[src/rtl/absp_pkg.sv]
// ----------------------------------------------------------------------------
// absp_pkg
// Shared types and constants for the buffered serial port: operation codes,
// register selects, transmit modes, control and status bits, buffer sizes.
// ----------------------------------------------------------------------------
`default_nettype none

package absp_pkg;

   // buffer sizes
   localparam int RX_DEPTH = 256;
   localparam int TX_DEPTH = 64;

   localparam int RX_AW = (RX_DEPTH > 1) ? $clog2(RX_DEPTH) : 1;
   localparam int RX_CW = $clog2(RX_DEPTH + 1);
   localparam int TX_AW = (TX_DEPTH > 1) ? $clog2(TX_DEPTH) : 1;
   localparam int TX_CW = $clog2(TX_DEPTH + 1);

   // item operations
   typedef enum logic [1:0] {
      OP_BUS_READ  = 2'd0,
      OP_BUS_WRITE = 2'd1,
      OP_HOST_RX   = 2'd2
   } absp_op_type;

   // register selects
   localparam logic REG_CTRL = 1'b0;
   localparam logic REG_DATA = 1'b1;

   // transmit buffering modes (the unused code behaves as until full)
   typedef enum logic [1:0] {
      TXM_LINE = 2'd0,
      TXM_FULL = 2'd1,
      TXM_NONE = 2'd2
   } absp_tx_mode_type;

   // control write bits
   localparam int CTRL_IRQ_EN_BIT = 7;
   localparam int CTRL_FLUSH_BIT  = 2;

   // status read bits
   localparam logic [7:0] STAT_IRQ   = 8'h80;
   localparam logic [7:0] STAT_RX    = 8'h01;
   localparam logic [7:0] CHAR_NL    = 8'h0A;

   // sequencer states
   typedef enum logic [1:0] {
      ST_IDLE,
      ST_RX_READ,
      ST_TX_READ,
      ST_TX_SEND
   } absp_state_type;

   // commands to the receive buffer
   typedef struct packed {
      logic push;
      logic chunk_end;
      logic pop;
   } absp_rx_cmd_type;

   // receive buffer status
   typedef struct packed {
      logic data_present;
      logic can_take;
      logic fill_last;
   } absp_rx_status_type;

endpackage

`default_nettype wire

[src/rtl/acia_buffered_serial_port_unit.sv]
// ----------------------------------------------------------------------------
// acia_buffered_serial_port_unit
// Two-register serial port: status/control and data registers on the bus side,
// chunked receive buffer loaded by the host, transmit buffer drained to host.
//
//   channel | direction | ports                                    | transfer
//   req     | in        | operation, reg_select, data, rx_chunk_end | valid & !stall
//   rsp     | out       | read_data, irq_line, rx_accepted,          | valid & !stall
//           |           | tx_valid, tx_byte, tx_last                 |
//
// Plain items go back to back through a one-entry item register and the
// result register, while the result is not stalled. A data read that pops
// a byte loads its result from ST_RX_READ (receive store read port). A drain
// takes the item, then a store read and a send per byte; a stalled send waits.
// Reset clears all pointers, counts and flags at once; no clearing pass.
// A stalled result holds; one further item is taken meanwhile.
// ----------------------------------------------------------------------------
`default_nettype none

module acia_buffered_serial_port_unit (
   input  wire         clock,
   input  wire         reset,
   input  wire         req_valid,
   output logic        req_stall,
   input  wire  [1:0]  req_operation,
   input  wire         req_reg_select,
   input  wire  [7:0]  req_data,
   input  wire         req_rx_chunk_end,
   output logic        rsp_valid,
   input  wire         rsp_stall,
   output logic [7:0]  rsp_read_data,
   output logic        rsp_irq_line,
   output logic        rsp_rx_accepted,
   output logic        rsp_tx_valid,
   output logic [7:0]  rsp_tx_byte,
   output logic        rsp_tx_last
);

   // item register
   logic        item_valid_ff, item_valid_in;
   logic [1:0]  item_op_ff;
   logic        item_sel_ff;
   logic [7:0]  item_data_ff;
   logic        item_end_ff;
   logic        accept, take, out_free;

   // sequencer and port state
   absp_pkg::absp_state_type      state_ff, state_in;
   logic [absp_pkg::TX_CW-1:0]    tx_count_ff, tx_count_in;
   logic [1:0]                    tx_mode_ff, tx_mode_in;
   logic                          irq_en_ff, irq_en_in;
   logic                          irq_flag_ff, irq_flag_in;
   logic [absp_pkg::TX_AW-1:0]    drain_idx_ff, drain_idx_in;
   logic [absp_pkg::TX_AW-1:0]    drain_last_ff, drain_last_in;

   // transmit store
   logic [7:0]                    tx_mem [absp_pkg::TX_DEPTH];
   logic [7:0]                    tx_rd_data_ff;
   logic                          tx_we;
   logic [absp_pkg::TX_CW-1:0]    tx_count_inc;
   logic                          tx_go;

   // result register
   logic        rsp_valid_ff, rsp_valid_in;
   logic [7:0]  rsp_read_data_ff, rsp_read_data_in;
   logic        rsp_irq_ff, rsp_irq_in;
   logic        rsp_acc_ff, rsp_acc_in;
   logic        rsp_txv_ff, rsp_txv_in;
   logic [7:0]  rsp_txb_ff, rsp_txb_in;
   logic        rsp_last_ff, rsp_last_in;
   logic        out_load;

   // receive buffer
   absp_pkg::absp_rx_cmd_type     rx_cmd;
   absp_pkg::absp_rx_status_type  rx_status;
   logic [7:0]                    rx_rd_data;

   absp_rx_buffer u_rx_buffer (
      .clock   (clock),
      .reset   (reset),
      .cmd     (rx_cmd),
      .wr_data (item_data_ff),
      .status  (rx_status),
      .rd_data (rx_rd_data)
   );

   // handshakes
   assign out_free      = !rsp_valid_ff || !rsp_stall;
   assign take          = item_valid_ff && (state_ff == absp_pkg::ST_IDLE) && out_free;
   assign req_stall     = item_valid_ff && !take;
   assign accept        = req_valid && !req_stall;
   assign item_valid_in = accept || (item_valid_ff && !take);
   assign tx_count_inc  = tx_count_ff + absp_pkg::TX_CW'(1);

   // transmit drain decision on a data write
   always_comb begin
      unique case (tx_mode_ff)
         absp_pkg::TXM_NONE: tx_go = 1'b1;
         absp_pkg::TXM_LINE: tx_go = (item_data_ff == absp_pkg::CHAR_NL) ||
                                     (tx_count_inc == absp_pkg::TX_CW'(absp_pkg::TX_DEPTH));
         default:            tx_go = (tx_count_inc == absp_pkg::TX_CW'(absp_pkg::TX_DEPTH));
      endcase
   end

   // sequencer: next state and result loading
   always_comb begin
      state_in         = state_ff;
      tx_count_in      = tx_count_ff;
      tx_mode_in       = tx_mode_ff;
      irq_en_in        = irq_en_ff;
      irq_flag_in      = irq_flag_ff;
      drain_idx_in     = drain_idx_ff;
      drain_last_in    = drain_last_ff;
      tx_we            = 1'b0;
      rx_cmd           = '0;
      out_load         = 1'b0;
      rsp_read_data_in = '0;
      rsp_acc_in       = 1'b0;
      rsp_txv_in       = 1'b0;
      rsp_txb_in       = '0;
      rsp_last_in      = 1'b1;
      unique case (state_ff)
         absp_pkg::ST_IDLE: begin
            if (take) begin
               out_load = 1'b1;
               unique case (item_op_ff)
                  absp_pkg::OP_BUS_READ: begin
                     if (item_sel_ff == absp_pkg::REG_CTRL) begin
                        rsp_read_data_in = (irq_flag_ff ? absp_pkg::STAT_IRQ : 8'h00) |
                                           (rx_status.data_present ? absp_pkg::STAT_RX
                                                                   : 8'h00);
                        irq_flag_in = 1'b0;
                     end else if (rx_status.data_present) begin
                        rx_cmd.pop = 1'b1;
                        out_load   = 1'b0;
                        state_in   = absp_pkg::ST_RX_READ;
                     end
                  end
                  absp_pkg::OP_BUS_WRITE: begin
                     if (item_sel_ff == absp_pkg::REG_CTRL) begin
                        if (item_data_ff[absp_pkg::CTRL_IRQ_EN_BIT]) begin
                           irq_en_in = 1'b1;
                        end
                        tx_mode_in = item_data_ff[1:0];
                        if (item_data_ff[absp_pkg::CTRL_FLUSH_BIT] &&
                            (tx_count_ff != '0)) begin
                           out_load      = 1'b0;
                           tx_count_in   = '0;
                           drain_idx_in  = '0;
                           drain_last_in = absp_pkg::TX_AW'(tx_count_ff - absp_pkg::TX_CW'(1));
                           state_in      = absp_pkg::ST_TX_READ;
                        end
                     end else begin
                        tx_we       = 1'b1;
                        tx_count_in = tx_count_inc;
                        if (tx_go) begin
                           out_load      = 1'b0;
                           tx_count_in   = '0;
                           drain_idx_in  = '0;
                           drain_last_in = absp_pkg::TX_AW'(tx_count_ff);
                           state_in      = absp_pkg::ST_TX_READ;
                        end
                     end
                  end
                  absp_pkg::OP_HOST_RX: begin
                     if (rx_status.can_take) begin
                        rx_cmd.push      = 1'b1;
                        rx_cmd.chunk_end = item_end_ff;
                        rsp_acc_in       = 1'b1;
                        if ((item_end_ff || rx_status.fill_last) && irq_en_ff) begin
                           irq_flag_in = 1'b1;
                        end
                     end
                  end
                  default: ;
               endcase
            end
         end
         absp_pkg::ST_RX_READ: begin
            out_load         = 1'b1;
            rsp_read_data_in = rx_rd_data;
            state_in         = absp_pkg::ST_IDLE;
         end
         absp_pkg::ST_TX_READ: begin
            state_in = absp_pkg::ST_TX_SEND;
         end
         absp_pkg::ST_TX_SEND: begin
            if (out_free) begin
               out_load    = 1'b1;
               rsp_txv_in  = 1'b1;
               rsp_txb_in  = tx_rd_data_ff;
               rsp_last_in = (drain_idx_ff == drain_last_ff);
               if (drain_idx_ff == drain_last_ff) begin
                  state_in = absp_pkg::ST_IDLE;
               end else begin
                  drain_idx_in = drain_idx_ff + absp_pkg::TX_AW'(1);
                  state_in     = absp_pkg::ST_TX_READ;
               end
            end
         end
         default: state_in = absp_pkg::ST_IDLE;
      endcase
      rsp_irq_in   = irq_flag_in;
      rsp_valid_in = out_load || (rsp_valid_ff && rsp_stall);
   end

   // control registers
   always_ff @(posedge clock) begin
      if (reset) begin
         state_ff      <= absp_pkg::ST_IDLE;
         item_valid_ff <= 1'b0;
         rsp_valid_ff  <= 1'b0;
         tx_count_ff   <= '0;
         tx_mode_ff    <= absp_pkg::TXM_LINE;
         irq_en_ff     <= 1'b0;
         irq_flag_ff   <= 1'b0;
         drain_idx_ff  <= '0;
         drain_last_ff <= '0;
      end else begin
         state_ff      <= state_in;
         item_valid_ff <= item_valid_in;
         rsp_valid_ff  <= rsp_valid_in;
         tx_count_ff   <= tx_count_in;
         tx_mode_ff    <= tx_mode_in;
         irq_en_ff     <= irq_en_in;
         irq_flag_ff   <= irq_flag_in;
         drain_idx_ff  <= drain_idx_in;
         drain_last_ff <= drain_last_in;
      end
   end

   // item and result payload
   always_ff @(posedge clock) begin
      if (accept) begin
         item_op_ff   <= req_operation;
         item_sel_ff  <= req_reg_select;
         item_data_ff <= req_data;
         item_end_ff  <= req_rx_chunk_end;
      end
      if (out_load) begin
         rsp_read_data_ff <= rsp_read_data_in;
         rsp_irq_ff       <= rsp_irq_in;
         rsp_acc_ff       <= rsp_acc_in;
         rsp_txv_ff       <= rsp_txv_in;
         rsp_txb_ff       <= rsp_txb_in;
         rsp_last_ff      <= rsp_last_in;
      end
   end

   // transmit store, one write and one registered read port
   always_ff @(posedge clock) begin
      if (tx_we) begin
         tx_mem[tx_count_ff[absp_pkg::TX_AW-1:0]] <= item_data_ff;
      end
      if (state_ff == absp_pkg::ST_TX_READ) begin
         tx_rd_data_ff <= tx_mem[drain_idx_ff];
      end
   end

   assign rsp_valid     = rsp_valid_ff;
   assign rsp_read_data = rsp_read_data_ff;
   assign rsp_irq_line  = rsp_irq_ff;
   assign rsp_rx_accepted = rsp_acc_ff;
   assign rsp_tx_valid  = rsp_txv_ff;
   assign rsp_tx_byte   = rsp_txb_ff;
   assign rsp_tx_last   = rsp_last_ff;

   // checks
   a_tx_count_room : assert property (@(posedge clock) disable iff (reset)
      tx_count_ff < absp_pkg::TX_CW'(absp_pkg::TX_DEPTH))
      else $error("transmit buffer left full at rest");

   a_rx_read_result : assert property (@(posedge clock) disable iff (reset)
      (state_ff == absp_pkg::ST_RX_READ) |=> rsp_valid_ff)
      else $error("popped receive byte not presented");

   a_drain_index : assert property (@(posedge clock) disable iff (reset)
      ((state_ff == absp_pkg::ST_TX_READ) || (state_ff == absp_pkg::ST_TX_SEND)) |->
         ((drain_idx_ff <= drain_last_ff) && (tx_count_ff == '0)))
      else $error("drain index beyond drained bytes");

   a_drain_no_write : assert property (@(posedge clock) disable iff (reset)
      tx_we |-> (state_ff == absp_pkg::ST_IDLE))
      else $error("transmit write during drain");

endmodule

`default_nettype wire

[src/rtl/absp_rx_buffer.sv]
// ----------------------------------------------------------------------------
// absp_rx_buffer
// Receive byte store with chunk loading, read pointer and remaining count.
// Pop data appears in rd_data in the cycle after the pop.
// ----------------------------------------------------------------------------
`default_nettype none

module absp_rx_buffer (
   input  wire                         clock,
   input  wire                         reset,
   input  wire absp_pkg::absp_rx_cmd_type cmd,
   input  wire  [7:0]                  wr_data,
   output absp_pkg::absp_rx_status_type status,
   output logic [7:0]                  rd_data
);

   logic [7:0]                   rx_mem [absp_pkg::RX_DEPTH];
   logic [7:0]                   rd_data_ff;
   logic [absp_pkg::RX_AW-1:0]   read_pos_ff, read_pos_in;
   logic [absp_pkg::RX_CW-1:0]   remaining_ff, remaining_in;
   logic [absp_pkg::RX_AW-1:0]   fill_ff, fill_in;
   logic                         loading_ff, loading_in;
   logic [absp_pkg::RX_AW-1:0]   fill_base;
   logic                         closes;

   // status towards the sequencer
   assign fill_base           = loading_ff ? fill_ff : '0;
   assign status.data_present = (remaining_ff != '0);
   assign status.can_take     = loading_ff || (remaining_ff == '0);
   assign status.fill_last    = (fill_base == absp_pkg::RX_AW'(absp_pkg::RX_DEPTH - 1));
   assign closes              = cmd.chunk_end || status.fill_last;
   assign rd_data             = rd_data_ff;

   // pointer updates
   always_comb begin
      read_pos_in  = read_pos_ff;
      remaining_in = remaining_ff;
      fill_in      = fill_ff;
      loading_in   = loading_ff;
      if (cmd.push) begin
         read_pos_in = '0;
         if (closes) begin
            loading_in   = 1'b0;
            remaining_in = absp_pkg::RX_CW'(fill_base) + absp_pkg::RX_CW'(1);
         end else begin
            loading_in   = 1'b1;
            remaining_in = '0;
            fill_in      = fill_base + absp_pkg::RX_AW'(1);
         end
      end else if (cmd.pop) begin
         read_pos_in  = read_pos_ff + absp_pkg::RX_AW'(1);
         remaining_in = remaining_ff - absp_pkg::RX_CW'(1);
      end
   end

   always_ff @(posedge clock) begin
      if (reset) begin
         read_pos_ff  <= '0;
         remaining_ff <= '0;
         fill_ff      <= '0;
         loading_ff   <= 1'b0;
      end else begin
         read_pos_ff  <= read_pos_in;
         remaining_ff <= remaining_in;
         fill_ff      <= fill_in;
         loading_ff   <= loading_in;
      end
   end

   // byte store, one write and one registered read port
   always_ff @(posedge clock) begin
      if (cmd.push) begin
         rx_mem[fill_base] <= wr_data;
      end
      if (cmd.pop) begin
         rd_data_ff <= rx_mem[read_pos_ff];
      end
   end

   // checks
   a_loaded_not_loading : assert property (@(posedge clock) disable iff (reset)
      (remaining_ff != '0) |-> !loading_ff)
      else $error("receive bytes readable while a chunk is loading");

   a_push_when_free : assert property (@(posedge clock) disable iff (reset)
      cmd.push |-> status.can_take)
      else $error("receive byte stored while buffer busy");

   a_pop_when_present : assert property (@(posedge clock) disable iff (reset)
      cmd.pop |-> (status.data_present && !cmd.push))
      else $error("receive pop without data");

   a_pos_in_range : assert property (@(posedge clock) disable iff (reset)
      (remaining_ff != '0) |->
         ((absp_pkg::RX_CW'(read_pos_ff) + remaining_ff) <=
          absp_pkg::RX_CW'(absp_pkg::RX_DEPTH)))
      else $error("receive read position past stored bytes");

endmodule

`default_nettype wire

[config.mk]
export PLATFORM = sky130hd
export DESIGN_NAME = acia_buffered_serial_port_unit
export DESIGN_NICKNAME = d
export VERILOG_FILES = /design/src/rtl/absp_pkg.sv /design/src/rtl/acia_buffered_serial_port_unit.sv /design/src/rtl/absp_rx_buffer.sv
export SDC_FILE = /design/constraint.sdc
export NUM_CORES = 2
export LEC_CHECK = 0
export BUFFER_PORTS_ARGS = -buffer_cell sky130_fd_sc_hd__buf_4
export CORE_UTILIZATION = 40
export DETAILED_ROUTE_END_ITERATION = 12
export PLACE_DENSITY_LB_ADDON = 0.1
export SLEW_MARGIN = 0
export SYNTH_ARGS = -nofsm -noshare
export SYNTH_HDL_FRONTEND = slang
export SYNTH_SLANG_ARGS = --single-unit
[constraint.sdc]
create_clock -name clock -period 7.25 [get_ports clock]
set_input_delay 1.0875 -clock clock [delete_from_list [all_inputs] [get_ports clock]]
set_output_delay 1.0875 -clock clock [all_outputs]
set_load 0.01 [all_outputs]
==> qor.txt <==
vias per inst - 5.87
initial antenna violation count - 13
Routed Antenna Nets - 0
Worst R2R End - u_rx_buffer.rd_data[0]
Synth async-reset ratio - 0%
slew at the pin with the worst max-slew slack - 1.26 ns
unrepaired setup endpoints after global routing - no
most used cell, CP - buf_4
cell family with most CP delay - compound AO/OA/AOI/OAI gates
share of the synthesized area in the top cell type - 75.5%
die height - 511 um
Max Slew Vio Count - 0
clock sinks - 2,661
Min-Delay Path Class - in2reg
arrival time worst endpoint - 5.12 ns
CTS tree - done
share of layout cells above drive strength 1 - 23.0%
CP required - 7.88 ns
#FFs+latches synth - 2,661
cells on worst reg2reg path - 7
via count - 51,800
global route total overflow - 0
final setup fails - 0
worst stage delay on the critical path - 0.67 ns
critical path depth in cells - 7
root buf cell - clkbuf_16
Slew HR - 15.8%
Comb power frac - 2.1%
Placement Setup Slack - 2.65 ns
core area - 0.257 mm^2
Layout Utilization - 45.5%
Post-Route Setup TNS - 0 ns
Reg power frac - 52.8%
DR DRC count - 0
die extent in x - 511 um
io pins - 38
worst setup path end - u_rx_buffer.rd_data[0]
most frequent cells in the layout - edfxtp_1 (2,608), mux4_2 (597), nor2_1 (409)
Initial Util - 40.3%
DR iter-0 viols - 5,863
pwr/cell area - 274 mW/mm^2
number of max-cap violations - 0
Area growth syn-to-layout - 13.1%
CP Launch Type - flip-flop
reg-to-reg slack, setup - 2.76 ns
Layout Nets - 5,238
Slowest-stage cell, CP - buf_4
leakage - 34.9 nW
Int Pwr - 25.6 mW
Gates resized, CTS repair - 0
1st-pass router iterations - 6
clock latency on the worst-skew pair - 0.91 ns
CP Capture Type - flip-flop
CTS max path bufs - 4
Synth area leader - edfxtp_1
sequential area share after synthesis - 76.5%
DIE AREA - 0.261 mm^2
Mapped Area - 0.104 mm^2
Fin. Hold Viols - 0
final total power - 32.1 mW
H-tree levels - 5
vias in the first global route - 52,200
Mapped Cells - 5,048
# fillers - 21,700
Max Fclk - 223 MHz
Worst VDD drop - 0.272 mV
Min Clock Period, post-route - 4.49 ns
Most used DFF post-synth - edfxtp_1
crit path max fanout - 37
WS Path Type - reg2reg
sw frac - 20.4%
Net Sw Power - 6.56 mW
row cnt - 186
CP startpoint - u_rx_buffer.read_pos_ff[3]
DP Wirelength - 181,000 um
critical path, cell by cell - buf_4, and2_4, buf_4, a22oi_1, a41oi_1, a211oi_1, o32ai_1
Hold Buf Count CTS - 0
Clock Power Share - 45.1%
syn nets - 5,075
status - finished, final reports clean
Area contributors post-synth - edfxtp_1 (76%), mux4_2 (13%), mux2i_1 (1.9%)
reg2reg start - u_rx_buffer.read_pos_ff[3]
Cell variety after synth - 86
Post-CTS Setup Inserts - 0
CP bufs+invs - 2
final instance area - 0.117 mm^2
GPL Wtd Cong - 0.805
Avg WL per Cell - 34.1 um
Synth Area per Inst - 20.5 um^2
clk_skew - 0.0596 ns
Placed Area - 0.108 mm^2
yosys warns - 0
fin crit share - 61.9%
total global routing track utilization - 22.9%
count of input and output buffers - 37
CTS clk-pin slew, worst paths - 0.06 ns
first-pass GRT wire length - 421,000 um
drt total wl - 300,000 um
largest net degree at the start of global routing - 152
Inserted Clock Buffers - 301
EDFF count, synth - 2,608
most common cell after layout, fill and taps aside - edfxtp_1
worst setup margin - 2.76 ns
## logic make-up after synthesis
family / Yosys count / synth area share, %
AND/OR/NAND/NOR: 719 / 3.06
multiplexers: 815 / 15.1
adder cells (fa/ha/maj): 11 / 0.133
XOR/XNOR: 28 / 0.236
flip-flops: 2661 / 76.5
buffers and inverters: 323 / 1.60
AO/OA/AOI/OAI: 491 / 3.33
## layer usage
metal	up-vias	global-route usage [%]	routed length, um
li1	21300	-	-
met1	28200	33.7	134000
met2	1868	35.4	140000
met3	396	3.93	19700
met4	4	5.66	7090
met5	-	0	27
## area by class of cell
| class | count | area (um^2) | area share (%) |
|---|---|---|---|
| inverters | 18 | 70.1 | 0.0598 |
| clock inverters | 151 | 1260 | 1.08 |
| diodes | 4 | 10.0 | 0.00854 |
| flip-flops and latches | 2661 | 79400 | 67.7 |
| clock buffers | 366 | 7920 | 6.76 |
| repair buffers | 165 | 1540 | 1.32 |
| multi-input cells | 2064 | 22800 | 19.4 |
| well taps | 3384 | 4230 | 3.61 |
## worst min-delay path by stage
stage | from | endpoint | slack, ns | cells past startpoint
floorplan | irq_en_ff | irq_en_ff | 0.44 | 2
global placement | irq_en_ff | irq_en_ff | 0.46 | 2
detailed placement | irq_en_ff | irq_en_ff | 0.46 | 2
CTS | req_operation[1] | item_op_ff[1] | 0.30 | 1
global route | req_data[3] | item_data_ff[3] | 0.31 | 1
finish | req_data[3] | item_data_ff[3] | 0.36 | 1
## worst register-to-register path, cell delays in order (launching register included)
cell and delay, ns:
dfxtp_4 0.65, buf_4 0.67, and2_4 0.53, buf_4 0.68, a22oi_1 0.36, a41oi_1 0.54
a211oi_1 0.18, o32ai_1 0.59
## flip-flops by register name, indices dropped and copies added (netlist names), 6 cells and up
signal and flops:
tx_count_ff 7, u_rx_buffer.remaining_ff 9, drain_idx_ff 6, rsp_tx_byte 8, tx_rd_data_ff 8, tx_mem 512
item_data_ff 8, u_rx_buffer.fill_ff 8, drain_last_ff 6, u_rx_buffer.rx_mem 2048, rsp_read_data 8, u_rx_buffer.rd_data 8
u_rx_buffer.read_pos_ff 8
## power groups by stage
stage	clock [mW]	combinational [mW]	sequential, mW
2_1_floorplan	0	0.238	17.5
3_5_place_dp	0	0.698	17.3
6_report	14.5	0.678	17.0
3_3_place_gp	0	0.690	17.3
4_1_cts	14.7	0.694	17.0
5_1_grt	15.3	0.725	17.0
## metrics by stage
stage / hold WS, ns / std cells
final: 0.357 / 8813
after global routing: 0.308 / 8811
after CTS: 0.297 / 8808
after detailed placement: 0.459 / 8291
after global placement: 0.457 / 8290
after floorplan: 0.437 / 5048
## cell usage after synthesis, types with 34 or more instances
cell / count
buf_2: 89
a22oi_1: 93
o21ai_0: 53
mux2i_1: 200
a211oi_1: 45
nor2_1: 413
nand3_1: 34
a221oi_1: 40
nand2_1: 118
mux4_2: 597
clkbuf_1: 124
edfxtp_1: 2608
dfxtp_1: 53
a21oi_1: 109
buf_4: 37
Power figures use the tool's default switching activity.
